--- config.mk ---
export PLATFORM = sky130hd
export DESIGN_NAME = rmsp_fifo
export DESIGN_NICKNAME = d
export VERILOG_FILES = /design/src/sv/row_mirror_sepia_pixel_stream_core_macros.svh /design/src/sv/rmsp_pkg.sv /design/src/sv/rmsp_fifo.sv
export SDC_FILE = /design/constraint.sdc
export NUM_CORES = 1
export LEC_CHECK = 0
export ABC_CLOCK_PERIOD_IN_PS = 2100
export BUFFER_PORTS_ARGS = -buffer_cell sky130_fd_sc_hd__buf_4
export CAP_MARGIN = 5
export CORE_ASPECT_RATIO = 2
export CORE_MARGIN = 2
export CORE_UTILIZATION = 29
export CTS_CLUSTER_DIAMETER = 150
export DETAILED_ROUTE_END_ITERATION = 10
export PLACE_DENSITY = 0.57
export SLEW_MARGIN = 20
export SYNTH_ARGS = -nofsm -noshare
export SYNTH_HDL_FRONTEND = slang
export SYNTH_SLANG_ARGS = --single-unit
--- constraint.sdc ---
create_clock -name clk_i -period 2.1 [get_ports clk_i]
set_clock_uncertainty 0.1 [all_clocks]
set_input_delay 0.42 -clock clk_i [delete_from_list [all_inputs] [get_ports clk_i]]
set_output_delay 0.42 -clock clk_i [all_outputs]
set_load 0.02 [all_outputs]
--- src/sv/row_mirror_sepia_pixel_stream_core_macros.svh ---
// Assertion macros for the row mirror sepia pixel stream core.
// Used by the top level; expects clk_i and rst_ni in the including scope.
`ifndef ROW_MIRROR_SEPIA_PIXEL_STREAM_CORE_MACROS_SVH
`define ROW_MIRROR_SEPIA_PIXEL_STREAM_CORE_MACROS_SVH

// Consequent must hold in the same cycle as the antecedent.
`define RMSP_ASSERT_SAME(lbl, ante, cons, msg) \
  lbl: assert property (@(posedge clk_i) disable iff (!rst_ni) (ante) |-> (cons)) \
    else $error(msg);

// Consequent must hold in the cycle after the antecedent.
`define RMSP_ASSERT_NEXT(lbl, ante, cons, msg) \
  lbl: assert property (@(posedge clk_i) disable iff (!rst_ni) (ante) |=> (cons)) \
    else $error(msg);

`endif

--- src/sv/rmsp_pkg.sv ---
// Shared types, codes and sepia arithmetic for the row mirror sepia core.
// No dependencies; imported by the top level, front end, queue and back end.
`default_nettype none

package rmsp_pkg;

  localparam int MAX_WIDTH_DEF   = 2048;
  localparam int IMAGE_WIDTH_RST = 2048;
  localparam int CFG_IDX_W       = 2;
  localparam int CFG_DATA_W      = 12;
  localparam int QUEUE_DEPTH     = 4;
  localparam int QCW             = $clog2(QUEUE_DEPTH + 1);

  typedef enum logic [CFG_IDX_W-1:0] {
    CFG_IMAGE_WIDTH   = 2'd0,
    CFG_MIRROR_ENABLE = 2'd1,
    CFG_SEPIA_ENABLE  = 2'd2
  } cfg_idx_e;

  typedef enum logic {
    OP_PIXEL = 1'b0,
    OP_DRAIN = 1'b1
  } op_e;

  typedef struct packed {
    logic [7:0] red;
    logic [7:0] green;
    logic [7:0] blue;
  } pix_t;

  typedef struct packed {
    pix_t pix;
    logic last;
  } q_entry_t;

  typedef struct packed {
    logic     push;
    q_entry_t entry;
  } q_push_t;

  typedef struct packed {
    logic [QCW-1:0] count;
    logic           empty;
  } q_stat_t;

  // Sepia weights in thousandths.
  localparam logic [9:0] W_RR = 10'd393;
  localparam logic [9:0] W_RG = 10'd769;
  localparam logic [9:0] W_RB = 10'd189;
  localparam logic [9:0] W_GR = 10'd349;
  localparam logic [9:0] W_GG = 10'd686;
  localparam logic [9:0] W_GB = 10'd168;
  localparam logic [9:0] W_BR = 10'd272;
  localparam logic [9:0] W_BG = 10'd534;
  localparam logic [9:0] W_BB = 10'd131;

  localparam int SUM_W       = 20;
  localparam int PROD_W      = 40;
  localparam int RECIP_SHIFT = 29;
  // ceil(2^29 / 1000); exact for every sum below 2^20.
  localparam logic [SUM_W-1:0] RECIP_1000 = 20'd536871;

  function automatic logic [SUM_W-1:0] sepia_sum(pix_t p, logic [9:0] wr,
                                                  logic [9:0] wg, logic [9:0] wb);
    logic [SUM_W-1:0] s;
    s = SUM_W'(wr) * SUM_W'(p.red) + SUM_W'(wg) * SUM_W'(p.green)
      + SUM_W'(wb) * SUM_W'(p.blue);
    return s;
  endfunction

  function automatic logic [7:0] div1000_clamp(logic [SUM_W-1:0] s);
    logic [PROD_W-1:0]               prod;
    logic [PROD_W-RECIP_SHIFT-1:0]   quo;
    prod = PROD_W'(s) * PROD_W'(RECIP_1000);
    quo  = prod[PROD_W-1:RECIP_SHIFT];
    return (quo > (PROD_W-RECIP_SHIFT)'(255)) ? 8'd255 : quo[7:0];
  endfunction

endpackage

`default_nettype wire

--- src/sv/rmsp_fifo.sv ---
// Short queue between the front end and the sepia back end.
// Uses rmsp_pkg.
`default_nettype none

module rmsp_fifo
  import rmsp_pkg::*;
(
  input  wire logic    clk_i,
  input  wire logic    rst_ni,
  input  wire q_push_t q_push_i,
  input  wire logic    pop_i,
  output q_entry_t     head_o,
  output q_stat_t      q_stat_o
);

  localparam int PW = (QUEUE_DEPTH > 1) ? $clog2(QUEUE_DEPTH) : 1;

  q_entry_t       slot_q [QUEUE_DEPTH];
  logic [PW-1:0]  wptr_q, rptr_q;
  logic [QCW-1:0] count_q;

  function automatic logic [PW-1:0] ptr_inc(logic [PW-1:0] p);
    return (p == PW'(QUEUE_DEPTH - 1)) ? '0 : p + PW'(1);
  endfunction

  always_ff @(posedge clk_i or negedge rst_ni) begin
    if (!rst_ni) begin
      wptr_q  <= '0;
      rptr_q  <= '0;
      count_q <= '0;
    end else begin
      if (q_push_i.push) begin
        wptr_q <= ptr_inc(wptr_q);
      end
      if (pop_i) begin
        rptr_q <= ptr_inc(rptr_q);
      end
      count_q <= count_q + QCW'(q_push_i.push) - QCW'(pop_i);
    end
  end

  always_ff @(posedge clk_i) begin
    if (q_push_i.push) begin
      slot_q[wptr_q] <= q_push_i.entry;
    end
  end

  assign head_o         = slot_q[rptr_q];
  assign q_stat_o.count = count_q;
  assign q_stat_o.empty = (count_q == '0);

endmodule

`default_nettype wire

* Yosys cells after proc, flatten, opt, wreduce, memory -nomap -nowiden
Memory sizes are Yosys's and may differ from the RTL's.
Cells that the tools add are included.
** Operators by class
- Add/subtract/negate cells :: 4
- Multiply operators :: 0
- Div/mod/pow operators :: 0
- $lt $le $gt $ge :: 0
- Equality and inequality tests :: 2
- Shift-type cells :: 0
- Mux-type cells :: 4
- Bitwise gates (word level) :: 0
- Reduce and logical (&&, ||, !) cells :: 1
** Operators by type and width (number)
- 2-bit by 1-bit adder with 2-bit output, second input constant :: 2
- 2-bit equality test, second input constant :: 2
- 2-bit two-way mux :: 2
- 3-bit by 1-bit adder with 3-bit output :: 1
- 3-bit zero test :: 1
- 3-bit by 1-bit subtractor with 3-bit output :: 1
- 1-bit two-way mux :: 2
** Word-level totals
- Flip-flop bits (word level) :: 7
- Latch bits :: 0
- Memory bits (writable) :: 100
- Bits in read-only memories :: 0
- Bits of input ports :: 29
- Output and inout bits :: 29
- Memories :: 1
** Memories
- slot_q :: words 4, bits a word 25, rd ports 1, clocked after memory_dff 0, wr ports 1, RTL line rmsp_fifo.sv:18 : q_entry_t slot_q [QUEUE_DEPTH];

* Logic depth before layout (Yosys ltp)
- Depth in word-level cells :: 2
- Depth in mapped cells :: 8
- Depth with buffers taken out :: 8

* Least setup slack after synthesis
OpenSTA, ideal clock, no wires.
- Path type :: reg-to-reg
- Start :: register count_q[0]
- End :: register count_q[2]
- Arrival :: 1.608 ns
- Path slack :: 0.259 ns
- Cell stages (with the launch flop) :: 9
- Period minus slack after synthesis :: 1.841 ns
- Path through :: dfrtp_1 inv_1 ha_1 inv_1 ha_1 inv_1 fa_1 xnor2_1 xnor2_1
** Between the ends
- Cells in the longest elaborated chain, start to end :: 2
** Ends and longest elaborated chain
- from (decl) :: RTL line rmsp_fifo.sv:20 : logic [QCW-1:0] count_q;
- from (signal assigned) :: RTL line rmsp_fifo.sv:38 : count_q <= count_q + QCW'(q_push_i.push) - QCW'(pop_i);
- 3-bit by 1-bit adder with 3-bit output :: RTL line rmsp_fifo.sv:38
- 3-bit by 1-bit subtractor with 3-bit output :: RTL line rmsp_fifo.sv:38
No other way between the ends.
A chain may end at the register's enable or synchronous reset.

==> flow_summary.json <==
{
  "tritoncts": "done",
  "post_synth_instance_area_um2": 4060,
  "critical_path_class": "register to output port",
  "outcome": "finished with violations",
  "antenna_found_initial": 0,
  "floorplan.io_pins": 58,
  "layout_setup_ws_ns": -0.0729,
  "holdPathEnd": "slot_q[2][17]$_DFFE_PP_",
  "synth.top_cell.area_share_pct": 74.0,
  "final_antenna_net_count": 0,
  "cellLeakagePower_nw": 1.84,
  "post-route-drc-count": 0,
  "worstHoldStart": "q_push_i[17]",
  "n_antenna_cell": 0,
  "final-instance-count-excl-fill": 436,
  "multiInputGateArea_um2": 767,
  "type_of_the_most_critical_hold_path": "input pin to register",
  "maximum_clock_path_buffer_count": 2,
  "ys_seq_area_share_pct": 78.3,
  "dr_total_vias": 1845,
  "groute.usage.overall_pct": 10.4,
  "cts-buffers-inserted": 9,
  "worstRegToRegCells": 8,
  "register_area_um2": 3180,
  "syn-instance-count": 166,
  "synth_fp_nets": 203,
  "tritoncts_num_sinks": 107,
  "synthesis.yosys.warnings": 0,
  "setup_slack_of_the_most_critical_reg_to_reg_path_ns": 0.31,
  "clock_tree.root_cell": "clkbuf_16",
  "min_period_over_period_pct": 103,
  "critical_path.startpoint": "rptr_q[0]$_DFFE_PN0P_",
  "timing.hold.worst_path_depth": 1,
  "synth.lib_cells_used.distinct": 18,
  "postRouteWirelength_mm": 7.31,
  "place_hpwl_mm": 4.70,
  "cts.htree.levels": 3,
  "layout-drive-gt1-share_pct": 45.7,
  "grt_setup_unrepaired": "yes",
  "placed_cells_incl_taps": 416,
  "floorplan.initialDensity_pct": 29.4,
  "report.final.setup_viol": 25,
  "max_cap_violations": 0,
  "fmaxAchievable_mhz": 460,
  "reg2reg_to": "count_q[2]$_DFF_PN0_",
  "post-place-ws_ns": 0.145,
  "final-max-slew-violation-count": 0,
  "chipHeight_um": 171,
  "violations": "setup timing",
  "die_w_um": 87.7,
  "maximum_number_of_pins_on_one_net_before_global_route_repair": 26,
  "final_hold_viol_count": 0,
  "endpoint_kind": "output port",
  "detailed_router_s_first_iteration_violation_count": 155,
  "global_route_wire_length_before_repair_mm": 11.2,
  "clock_insertion_delay_worst_skew_ns": 0.33,
  "post_drt_wl_per_cell_um": 16.8,
  "period_minus_slack_ns": 2.17,
  "placementRows": 61,
  "layout-area-overhead-vs-synth_pct": 28.8,
  "first_global_vias": 2042,
  "grt_overflow": 0,
  "worstReg2RegStart": "count_q[0]$_DFF_PN0_",
  "drt_pass1_iterations": 4,
  "clkTransAtPathRegs_ns": 0.06,
  "syn_avg_cell_area_um2": 24.5,
  "timing.slew.headroom_pct": 81.6,
  "place.gp.congestion": 0.667,
  "power.ir.vdd_worst_mv": 0.669,
  "layout.nets": 280,
  "n_fill_cell": 1284,
  "worstPathArrival_ns": 1.65,
  "actual_slew_at_the_worst_max_slew_pin_ns": 0.276,
  "p_per_area_nw_per_um2": 1430,
  "timing.critical_path.required_ns": 1.58,
  "timing.critical_path.from_type": "register",
  "port_buffer_cells": 57,
  "synth_largest_area_cell": "edfxtp_1",
  "core_region_area_um2": 13800,
  "die_area_um2": 15000,
  "postSynthRegisterBits": 107,
  "timing.critical_path.fanout_max": 5,
  "ys_top_cells_by_area": "edfxtp_1 (74%), mux4_2 (10%), mux4_1 (4.5%)",
  "routed_via_density": 4.23
}
registers in the layout, summed over array words and instances, names as in the netlist:
register / flops
count_q: 3
slot_q: 100
wptr_q: 2
rptr_q: 2
layout by cell type, fill, tap and decap left out, types with 2 or more instances in the layout:
| master | count |
|---|---|
| mux4_2 | 25 |
| xnor2_1 | 2 |
| clkbuf_16 | 10 |
| buf_12 | 5 |
| buf_6 | 25 |
| and2_1 | 4 |
| bufinv_16 | 2 |
| edfxtp_1 | 100 |
| dfrtp_1 | 6 |
| buf_4 | 40 |
| mux2_2 | 2 |
| ha_1 | 7 |
| o21ai_0 | 2 |
| inv_1 | 6 |
report_power, final:
group	switching, mW	leakage [nW]	internal [mW]
Sequential	0.126	1.00	2.75
Clock	0.680	0.150	1.04
Combinational	1.39	0.687	1.49
layer usage:
metal  global-route usage [%]  share of wire [%]  vias to the layer above
li1                         -                  -                      834
met1                     11.9                 36                      964
met2                     17.9                 58                       39
met3                     2.11                3.7                        8
met4                     5.22                2.2                        0
met5                        0                  0                        -
worst max-delay path by stage:
stage / to / cells past startpoint
finish: head_o[3] / 4
CTS: head_o[19] / 3
detailed placement: count_q[2]$_DFF_PN0_ / 8
global route: head_o[19] / 3
floorplan: count_q[2]$_DFF_PN0_ / 8
global placement: count_q[2]$_DFF_PN0_ / 8
final cells by class:
cell class                      instances  share of cell area [%]
Multi-Input combinational cell         47                    14.7
Inverter                                6                   0.431
Sequential cell                       107                    60.8
Clock buffer                           10                    4.38
Clock inverter                          5                    1.48
Tap cell                              189                    4.52
Timing Repair Buffer                   72                    13.7
kinds of logic (layout without fill, tap and decap cells):
logic type | count (synthesis) | count (layout) | synth area share [%]
flops | 107 | 107 | 78.3
mux | 27 | 27 | 15.1
buf+inv | 12 | 93 | 2.19
fa+ha+maj | 8 | 8 | 2.65
simple gates | 8 | 8 | 1.14
compound gates | 2 | 2 | 0.247
xor+xnor | 2 | 2 | 0.432
per-stage QoR:
step	instance area [µm²]	hold WS (ns)	power, mW	util, %	setup TNS, ns
6_report	5230	0.181	7.48	37.8	-1.19
5_1_grt	5230	0.173	7.85	37.8	-2.46
4_1_cts	5170	0.170	7.50	37.4	-1.36
3_5_place_dp	4780	0.140	5.49	34.6	0
3_3_place_gp	4780	0.136	5.43	34.6	0
2_1_floorplan	4060	0.0244	4.49	-	0
cell usage after synthesis:
library cell and n:
xnor2_1 2, mux4_1 7, buf_6 1, nor3_1 1, buf_2 3, o21ai_0 2, mux2_2 2, nor2_1 1
mux4_2 18, and2_1 4, dfrtp_1 7, nand2_1 1, or3b_2 1, fa_1 1, edfxtp_1 100, inv_1 6
buf_12 2, ha_1 7
timing repair:
| item | 4_1_cts | 5_1_grt |
|---|---|---|
| cloned | 0 | 1 |
| resized for setup | 31 | 1 |
| hold buffers | 1 | 0 |
| hold endpoints to repair | 7 | 0 |
| buffers inserted | 1 | 2 |
| pin swaps | 0 | 0 |
| endpoints found under the setup margin | 25 | 25 |
critical path, stage by stage, from the launching register on:
cell,delay [ns]
dfrtp_2,0.41
buf_12,0.12
clkbuf_16,0.14
mux4_2,0.51
buf_6,0.15
Power figures use the tool's default switching activity.
