<file path="src/sv/row_mirror_sepia_pixel_stream_core_macros.svh">
// Assertion macros for the row mirror sepia pixel stream core.
// Used by the top level; expects clk_i and rst_ni in the including scope.
`ifndef ROW_MIRROR_SEPIA_PIXEL_STREAM_CORE_MACROS_SVH
`define ROW_MIRROR_SEPIA_PIXEL_STREAM_CORE_MACROS_SVH

// Consequent must hold in the same cycle as the antecedent.
`define RMSP_ASSERT_SAME(lbl, ante, cons, msg) \
  lbl: assert property (@(posedge clk_i) disable iff (!rst_ni) (ante) |-> (cons)) \
    else $error(msg);

// Consequent must hold in the cycle after the antecedent.
`define RMSP_ASSERT_NEXT(lbl, ante, cons, msg) \
  lbl: assert property (@(posedge clk_i) disable iff (!rst_ni) (ante) |=> (cons)) \
    else $error(msg);

`endif

</file>
<file path="src/sv/rmsp_pkg.sv">
// Shared types, codes and sepia arithmetic for the row mirror sepia core.
// No dependencies; imported by the top level, front end, queue and back end.
`default_nettype none

package rmsp_pkg;

  localparam int MAX_WIDTH_DEF   = 2048;
  localparam int IMAGE_WIDTH_RST = 2048;
  localparam int CFG_IDX_W       = 2;
  localparam int CFG_DATA_W      = 12;
  localparam int QUEUE_DEPTH     = 4;
  localparam int QCW             = $clog2(QUEUE_DEPTH + 1);

  typedef enum logic [CFG_IDX_W-1:0] {
    CFG_IMAGE_WIDTH   = 2'd0,
    CFG_MIRROR_ENABLE = 2'd1,
    CFG_SEPIA_ENABLE  = 2'd2
  } cfg_idx_e;

  typedef enum logic {
    OP_PIXEL = 1'b0,
    OP_DRAIN = 1'b1
  } op_e;

  typedef struct packed {
    logic [7:0] red;
    logic [7:0] green;
    logic [7:0] blue;
  } pix_t;

  typedef struct packed {
    pix_t pix;
    logic last;
  } q_entry_t;

  typedef struct packed {
    logic     push;
    q_entry_t entry;
  } q_push_t;

  typedef struct packed {
    logic [QCW-1:0] count;
    logic           empty;
  } q_stat_t;

  // Sepia weights in thousandths.
  localparam logic [9:0] W_RR = 10'd393;
  localparam logic [9:0] W_RG = 10'd769;
  localparam logic [9:0] W_RB = 10'd189;
  localparam logic [9:0] W_GR = 10'd349;
  localparam logic [9:0] W_GG = 10'd686;
  localparam logic [9:0] W_GB = 10'd168;
  localparam logic [9:0] W_BR = 10'd272;
  localparam logic [9:0] W_BG = 10'd534;
  localparam logic [9:0] W_BB = 10'd131;

  localparam int SUM_W       = 20;
  localparam int PROD_W      = 40;
  localparam int RECIP_SHIFT = 29;
  // ceil(2^29 / 1000); exact for every sum below 2^20.
  localparam logic [SUM_W-1:0] RECIP_1000 = 20'd536871;

  function automatic logic [SUM_W-1:0] sepia_sum(pix_t p, logic [9:0] wr,
                                                  logic [9:0] wg, logic [9:0] wb);
    logic [SUM_W-1:0] s;
    s = SUM_W'(wr) * SUM_W'(p.red) + SUM_W'(wg) * SUM_W'(p.green)
      + SUM_W'(wb) * SUM_W'(p.blue);
    return s;
  endfunction

  function automatic logic [7:0] div1000_clamp(logic [SUM_W-1:0] s);
    logic [PROD_W-1:0]               prod;
    logic [PROD_W-RECIP_SHIFT-1:0]   quo;
    prod = PROD_W'(s) * PROD_W'(RECIP_1000);
    quo  = prod[PROD_W-1:RECIP_SHIFT];
    return (quo > (PROD_W-RECIP_SHIFT)'(255)) ? 8'd255 : quo[7:0];
  endfunction

endpackage

`default_nettype wire

</file>
<file path="src/sv/rmsp_stream_if.sv">
// Valid/ready stream interfaces for the pixel input and result output.
// No dependencies.
`default_nettype none


interface rmsp_out_if;
  logic       valid;
  logic       ready;
  logic [7:0] red_out;
  logic [7:0] green_out;
  logic [7:0] blue_out;
  logic       row_end;

  modport source (output valid, red_out, green_out, blue_out, row_end, input ready);
  modport sink   (input valid, red_out, green_out, blue_out, row_end, output ready);
endinterface

`default_nettype wire

</file>
<file path="src/sv/rmsp_back.sv">
// Back end: two-stage sepia pipeline ending in the output register; with sepia off pixels pass unchanged.
// Uses rmsp_pkg and rmsp_out_if.
`default_nettype none

module rmsp_back
  import rmsp_pkg::*;
(
  input  wire logic     clk_i,
  input  wire logic     rst_ni,
  input  wire logic     sepia_i,
  input  wire q_entry_t head_i,
  input  wire q_stat_t  q_stat_i,
  output logic          pop_o,
  rmsp_out_if.source    pix_o
);

  logic             a_valid_q;
  logic [SUM_W-1:0] a_sum_r_q, a_sum_g_q, a_sum_b_q;
  pix_t             a_pix_q;
  logic             a_last_q;

  logic             b_valid_q;
  pix_t             b_pix_q, b_pix_d;
  logic             b_last_q;

  logic             a_adv, b_adv;

  assign b_adv = !b_valid_q || pix_o.ready;
  assign a_adv = !a_valid_q || b_adv;
  assign pop_o = !q_stat_i.empty && a_adv;

  always_comb begin
    if (sepia_i) begin
      b_pix_d.red   = div1000_clamp(a_sum_r_q);
      b_pix_d.green = div1000_clamp(a_sum_g_q);
      b_pix_d.blue  = div1000_clamp(a_sum_b_q);
    end else begin
      b_pix_d = a_pix_q;
    end
  end

  always_ff @(posedge clk_i or negedge rst_ni) begin
    if (!rst_ni) begin
      a_valid_q <= 1'b0;
      b_valid_q <= 1'b0;
    end else begin
      if (a_adv) begin
        a_valid_q <= pop_o;
      end
      if (b_adv) begin
        b_valid_q <= a_valid_q;
      end
    end
  end

  always_ff @(posedge clk_i) begin
    if (pop_o) begin
      a_sum_r_q <= sepia_sum(head_i.pix, W_RR, W_RG, W_RB);
      a_sum_g_q <= sepia_sum(head_i.pix, W_GR, W_GG, W_GB);
      a_sum_b_q <= sepia_sum(head_i.pix, W_BR, W_BG, W_BB);
      a_pix_q   <= head_i.pix;
      a_last_q  <= head_i.last;
    end
    if (b_adv && a_valid_q) begin
      b_pix_q  <= b_pix_d;
      b_last_q <= a_last_q;
    end
  end

  assign pix_o.valid     = b_valid_q;
  assign pix_o.red_out   = b_pix_q.red;
  assign pix_o.green_out = b_pix_q.green;
  assign pix_o.blue_out  = b_pix_q.blue;
  assign pix_o.row_end   = b_last_q;

endmodule

`default_nettype wire
</file>
<file path="src/flat_wrapper.sv">
// flat-port wrapper written by rule: the top's interface ports become plain ports
module rmsp_back_flat import rmsp_pkg::*;
  (clk_i, rst_ni, sepia_i, head_i, q_stat_i, pop_o, pix_o_valid, pix_o_red_out, pix_o_green_out, pix_o_blue_out, pix_o_row_end, pix_o_ready);
  rmsp_out_if pix_o_i ();
  input  wire logic clk_i;
  input  wire logic rst_ni;
  input  wire logic sepia_i;
  input  wire q_entry_t head_i;
  input  wire q_stat_t q_stat_i;
  output logic pop_o;
  output wire logic [$bits(pix_o_i.valid)-1:0] pix_o_valid;
  output wire logic [$bits(pix_o_i.red_out)-1:0] pix_o_red_out;
  output wire logic [$bits(pix_o_i.green_out)-1:0] pix_o_green_out;
  output wire logic [$bits(pix_o_i.blue_out)-1:0] pix_o_blue_out;
  output wire logic [$bits(pix_o_i.row_end)-1:0] pix_o_row_end;
  input wire logic [$bits(pix_o_i.ready)-1:0] pix_o_ready;
  assign pix_o_valid = pix_o_i.valid;
  assign pix_o_red_out = pix_o_i.red_out;
  assign pix_o_green_out = pix_o_i.green_out;
  assign pix_o_blue_out = pix_o_i.blue_out;
  assign pix_o_row_end = pix_o_i.row_end;
  assign pix_o_i.ready = pix_o_ready;
  rmsp_back u_core (.clk_i(clk_i), .rst_ni(rst_ni), .sepia_i(sepia_i), .head_i(head_i), .q_stat_i(q_stat_i), .pop_o(pop_o), .pix_o(pix_o_i));
endmodule
</file>
<file path="config.mk">
export PLATFORM = sky130hd
export DESIGN_NAME = rmsp_back_flat
export DESIGN_NICKNAME = d
export VERILOG_FILES = /design/src/sv/row_mirror_sepia_pixel_stream_core_macros.svh /design/src/sv/rmsp_pkg.sv /design/src/sv/rmsp_stream_if.sv /design/src/sv/rmsp_back.sv /design/src/flat_wrapper.sv
export SDC_FILE = /design/constraint.sdc
export NUM_CORES = 2
export LEC_CHECK = 0
export ABC_AREA = 0
export BUFFER_PORTS_ARGS = -buffer_cell sky130_fd_sc_hd__buf_4
export CAP_MARGIN = 20
export CORE_MARGIN = 8
export CORE_UTILIZATION = 50
export CTS_CLUSTER_DIAMETER = 40
export CTS_CLUSTER_SIZE = 40
export DETAILED_ROUTE_END_ITERATION = 6
export GPL_TIMING_DRIVEN = 1
export PLACE_DENSITY = 0.66
export RECOVER_POWER = 25
export SYNTH_ARGS = -nofsm -noshare
export SYNTH_HDL_FRONTEND = slang
export SYNTH_SLANG_ARGS = --single-unit
</file>
<file path="constraint.sdc">
create_clock -name clk_i -period 7.2 [get_ports clk_i]
set_input_delay 1.08 -clock clk_i [delete_from_list [all_inputs] [get_ports clk_i]]
set_output_delay 1.08 -clock clk_i [all_outputs]
set_load 0.02 [all_outputs]
</file>
# Word level (Yosys, flattened, before mapping)
# Index checks and enable logic that the tools add are counted.
# W data, S select, Z words.
op_classes:
  muxes: 4
  n_addsub: 6
  order_cmp: 3
  n_mul: 12
  reduce_logical: 7
op_table:
  columns: ["operator", "n"]
  rows:
  - ["$mul A20 B20 Y40 const B", 3]
  - ["$mul A9 B8 Y17 const A", 4]
  - ["$add A20 B16 Y20", 3]
  - ["$add A17 B18 Y19", 3]
  - ["$gt A11 B8 Y1 const B", 3]
  - ["$mul A8 B8 Y16 const A", 2]
  - ["$mul A5 B8 Y13 const A", 2]
  - ["$mux W24", 1]
  - ["$mux W8", 3]
  - ["$mul A10 B8 Y18 const A", 1]
  - ["$logic_not A1 Y1", 3]
  - ["$logic_and A1 B1 Y1", 2]
  - ["$logic_or A1 B1 Y1", 2]
word_totals:
  word_cells: 45
  reg_bits: 112
  input_bits: 33
  out_inout_bits: 27

# Depth between registers and ports, before layout
logic_depth:
  depth_word: 4
  depth_mapped: 33
  mapped_depth_nobuf: 33

# Least setup slack after synthesis
# No wires, ideal clock.
synth_timing:
  kind: "input -> register"
  from: "input port head_i[14] (netlist bit)"
  to: "register u_core.a_sum_g_q[17] (data pin)"
  setup_ns: 0.262
  n_path_buf: 0
  path_slack_ns: -0.953
  t_arrival_ns: 7.890
  required_ns: 6.938
  cell_stages: 27
  path_cell_list: "fa_1 -> inv_1 -> fa_1 -> fa_1 -> fa_1 -> inv_1 -> ha_1 -> a21oi_1 -> xnor2_1 -> ha_1 -> inv_1 -> fa_1 -> fa_1 -> fa_1 -> inv_1 -> ha_1 -> or3_1 -> o21ai_0 -> nor2b_1 -> o21ai_0 -> a21oi_1 -> ha_1 -> and4_1 -> o31a_1 -> o21a_1 -> o21ai_0 -> xnor2_1"
synth_between:
  elab_chain_cells: 3
synth_lines:
  columns: ["element", "line_no", "source"]
  rows:
  - ["start, declared", "flat_wrapper.sv:8", "input wire q_entry_t head_i;"]
  - ["$mul A9 B8 Y17", "rmsp_pkg.sv:66", "s = SUM_W'(wr) * SUM_W'(p.red) + SUM_W'(wg) * SUM_W'(p.green)"]
  - ["$add A17 B18 Y19", "rmsp_pkg.sv:66", null]
  - ["$add A20 B16 Y20", "rmsp_pkg.sv:67", "+ SUM_W'(wb) * SUM_W'(p.blue);"]
  - ["end signal, assigned", "rmsp_back.sv:59", "a_sum_g_q <= sepia_sum(head_i.pix, W_GR, W_GG, W_GB);"]
  - ["end, declared", "rmsp_back.sv:18", "logic [SUM_W-1:0] a_sum_r_q, a_sum_g_q, a_sum_b_q;"]
# No other way between the ends.
# A chain may end at the register's enable or synchronous reset.

# Worst setup path after layout
layout_timing:
  from: "input port head_i[14] (netlist bit)"
  to: "register u_core.a_sum_g_q[18] (data pin)"
# Same word-level chain as after synthesis.

==> out/results.md <==
## STA
• count of endpoints failing setup in the final report: 8
• worst hold slack: 444 ps
• setup total negative slack: -3020 ps
• post-layout min period: 7750 ps
• Hold Vio Cnt, Final: 0
• worst clock skew: 12.3 ps
• count of pins over their slew limit: 0
• measured slew at the worst slew-check pin: 955 ps
• Max Clk Rate: 129 MHz
• share of the cycle needed by the critical path after routing: 1.08
• setup ws final: -546 ps
• remaining max-slew budget at the tightest pin: 0.363
• setup repair after global routing missed its margin: yes

## Logic synthesis
• Post-Synthesis Mean Instance Area: 10.0 um2
• EDFF count, synth: 108
• share of synthesized area occupied by flip-flops and latches: 0.110
• prevailing post-synth register cell: edfxtp_1
• gate count after technology mapping: 2,976
• unique cell type count in the Yosys netlist: 64
• total standard cell area after synthesis: 29,800 um2
• flip-flop and latch count after synthesis: 110
• Warnings, synthesis: 0
• share of flip-flops with an asynchronous set or reset after synthesis: 0.0182
• Net Count, Synth: 4,245

## CTS
• Clk Tree Root Cell: clkbuf_16
• TritonCTS Buffers: 9
• clock sinks: 110
• level count of the clock H-tree: 3
• clock latency on the worst-skew pair: 370 ps
• CTS tree: done
• maximum clock path buffer count: 2
• clock transition at the registers of the reported paths: 70 ps

## Place
• worst slack, placed: -1070 ps
• half-perimeter wire length after detailed placement: 62,900 um
• placed standard-cell area: 32,800 um2
• Port-buffer cells: 56
• global placement routability congestion: 0.921

## Critical path
• required time at the worst-slack endpoint: 7310 ps
• critical path fanouts, max: 5
• element type at the critical path start: input port
• endpoint type of the worst setup path: flip-flop
• Worst Path Arrival: 7860 ps
• Critical Path Slowest Stage Cell: fa_1
• Most Frequent Cell on Critical Path: fa_1
• biggest cell delay along the critical path: 530 ps
• category of the most critical setup path: in2reg

## Floorplan
• floorplan row count: 89
• core area: 59,000 um2
• starting density of the core: 0.505
• Die W: 260 um
• vertical extent of the die: 260 um
• area of the die: 67,700 um2
• io pins: 60

## GRT
• via count of the first global-routing pass: 22,954
• antenna violations before repair: 1
• Total GRT Usage: 0.214
• total overflow reported by the global router: 0
• wire length of the first global-routing pass: 116,000 um
• largest net degree at the start of global routing: 69

## Detailed routing
• DR pass1 iterations: 5
• number of remaining DRC errors: 0
• routed vias: 20,999
• wire per inst: 17.5 um
• vias per cell: 5.21
• initial DRC count: 880
• post-route ant nets: 0
• overall routed net length: 70,700 um

## Min path
• Min-Delay Path Class: reg2reg

## Status
• violations in the final reports: setup timing
• result of the run: complete, but fails checks

## Layout
• final cell area excluding filler cells: 33,600 um2
• Final nets: 4,524
• area delta synth->final: 12.6%
• fraction of final layout cells with drive strength greater than 1: 0.119

## Flow run
• Max-Cap Viols: 0

-- routing by layer --
layer | up-vias | share of wire | GRT usage
met4 | 0 | 0.031 | 0.0706
met2 | 380 | 0.48 | 0.361
met3 | 116 | 0.039 | 0.0257
met1 | 10220 | 0.45 | 0.286
met5 | - | 0 | 0
li1 | 10283 | - | -
-- layout make-up --
cell class / instances / area, um2
well taps: 773 / 967
flip-flops and latches: 110 / 3290
fillers: 5129 / 25400
repair buffers: 271 / 2010
inverters: 847 / 3180
clock buffers: 12 / 246
clock inverters: 4 / 23.8
diodes: 1 / 2.50
multi-input cells: 2016 / 23900
-- what timing repair did --
item                                    CTS  global route
pin swaps                                31            50
resized for setup                        26            74
hold buffers                              0             0
setup buffers                             5             6
endpoints found under the setup margin   13            21
-- synthesized netlist by cell type, types with 3 or more instances --
master	number	area, um2
nand4_1	8	50.1
o21ai_0	61	305
nor3_1	25	125
o2111ai_1	6	52.6
o22a_1	12	105
nand2b_1	13	81.3
nand2_1	56	210
nor2_1	79	297
a21boi_0	8	60.1
a211oi_1	16	120
a31o_2	8	70.1
o31ai_1	4	30.0
or3_1	7	43.8
o21ai_2	3	26.3
and4_1	5	43.8
o21a_1	20	150
fa_1	385	7710
and2_1	3	18.8
o41ai_1	5	43.8
a41o_1	3	30.0
edfxtp_1	108	3240
nor2b_1	21	131
ha_1	851	10600
or2_2	8	50.1
and3_1	7	43.8
a31oi_1	9	56.3
o211ai_1	11	82.6
a2111oi_0	3	26.3
o31a_1	3	26.3
nand3_1	33	165
o21bai_1	21	158
xor2_1	38	333
a21o_1	53	398
xnor2_1	90	788
a21oi_1	109	546
inv_1	847	3180
-- sequential cells by signal (all words and copies together), names as in the netlist --
name and flops:
u_core.a_pix_q 24, u_core.a_sum_r_q 20, u_core.a_sum_b_q 19, u_core.a_sum_g_q 19
u_core.pix_o.blue_out 8, u_core.pix_o.green_out 8, u_core.pix_o.red_out 8, u_core.a_last_q 1
u_core.a_valid_q 1, u_core.pix_o.row_end 1, u_core.pix_o.valid 1
-- per-stage QoR --
stage	instances	utilization
final	4034	0.569
after global routing	4034	0.569
after CTS	4027	0.563
after detailed placement	4006	0.556
after global placement	4006	0.556
after floorplan	2976	-
-- critical path, delay by kind of cell --
kind / cells / cell delay [ps]
xor+xnor: 3 / 420
fa+ha+maj: 11 / 4560
compound gates: 6 / 970
buf+inv: 8 / 520
simple gates: 3 / 290
-- path summary, 6_finish.rpt --
| path | slack [ps] | from | cells after the start | to |
|---|---|---|---|---|
| worst max-delay path | -550 | head_i[14] | 31 | u_core.a_sum_g_q[18]$_DFFE_PP_ |
| worst min-delay path | 440 | u_core.a_last_q$_DFFE_PP_ | 0 | u_core.pix_o.row_end$_DFFE_PP_ |
| worst max register to register | 320 | u_core.a_sum_r_q[5]$_DFFE_PP_ | 21 | u_core.pix_o.red_out[6]$_DFFE_PP_ |
| worst min register to register | 440 | u_core.a_last_q$_DFFE_PP_ | 0 | u_core.pix_o.row_end$_DFFE_PP_ |
| max in group asynchronous | 6580 | rst_ni | 1 | u_core.pix_o.valid$_DFFE_PN0P_ |
| min in group asynchronous | 490 | rst_ni | 1 | u_core.a_valid_q$_DFFE_PN0N_ |
-- kinds of logic after synthesis --
group | share of synthesized area
mux | 0.00117
flops | 0.110
fa+ha+maj | 0.615
xor+xnor | 0.0376
buf+inv | 0.107
simple gates | 0.0455
compound gates | 0.0831
-- cells in the final DEF (no fill, tap or decap), drive strengths merged, types with 5 or more instances in the layout --
cell type / instances
ha: 851
inv: 847
fa: 385
buf: 254
a21oi: 110
edfxtp: 108
xnor2: 90
nor2: 79
o21ai: 65
nand2: 56
a21o: 53
xor2: 38
nand3: 33
clkbuf: 29
nor3: 25
nor2b: 21
o21bai: 21
o21a: 20
a211oi: 16
nand2b: 13
o22a: 12
o211ai: 11
a31oi: 9
nand4: 9
or2: 8
a31o: 8
or3: 8
a21boi: 8
and3: 7
o2111ai: 6
and4: 5
o41ai: 5
Power is not shown: default switching activity piles up to over one toggle a cycle in this logic, so the estimate is an artifact.
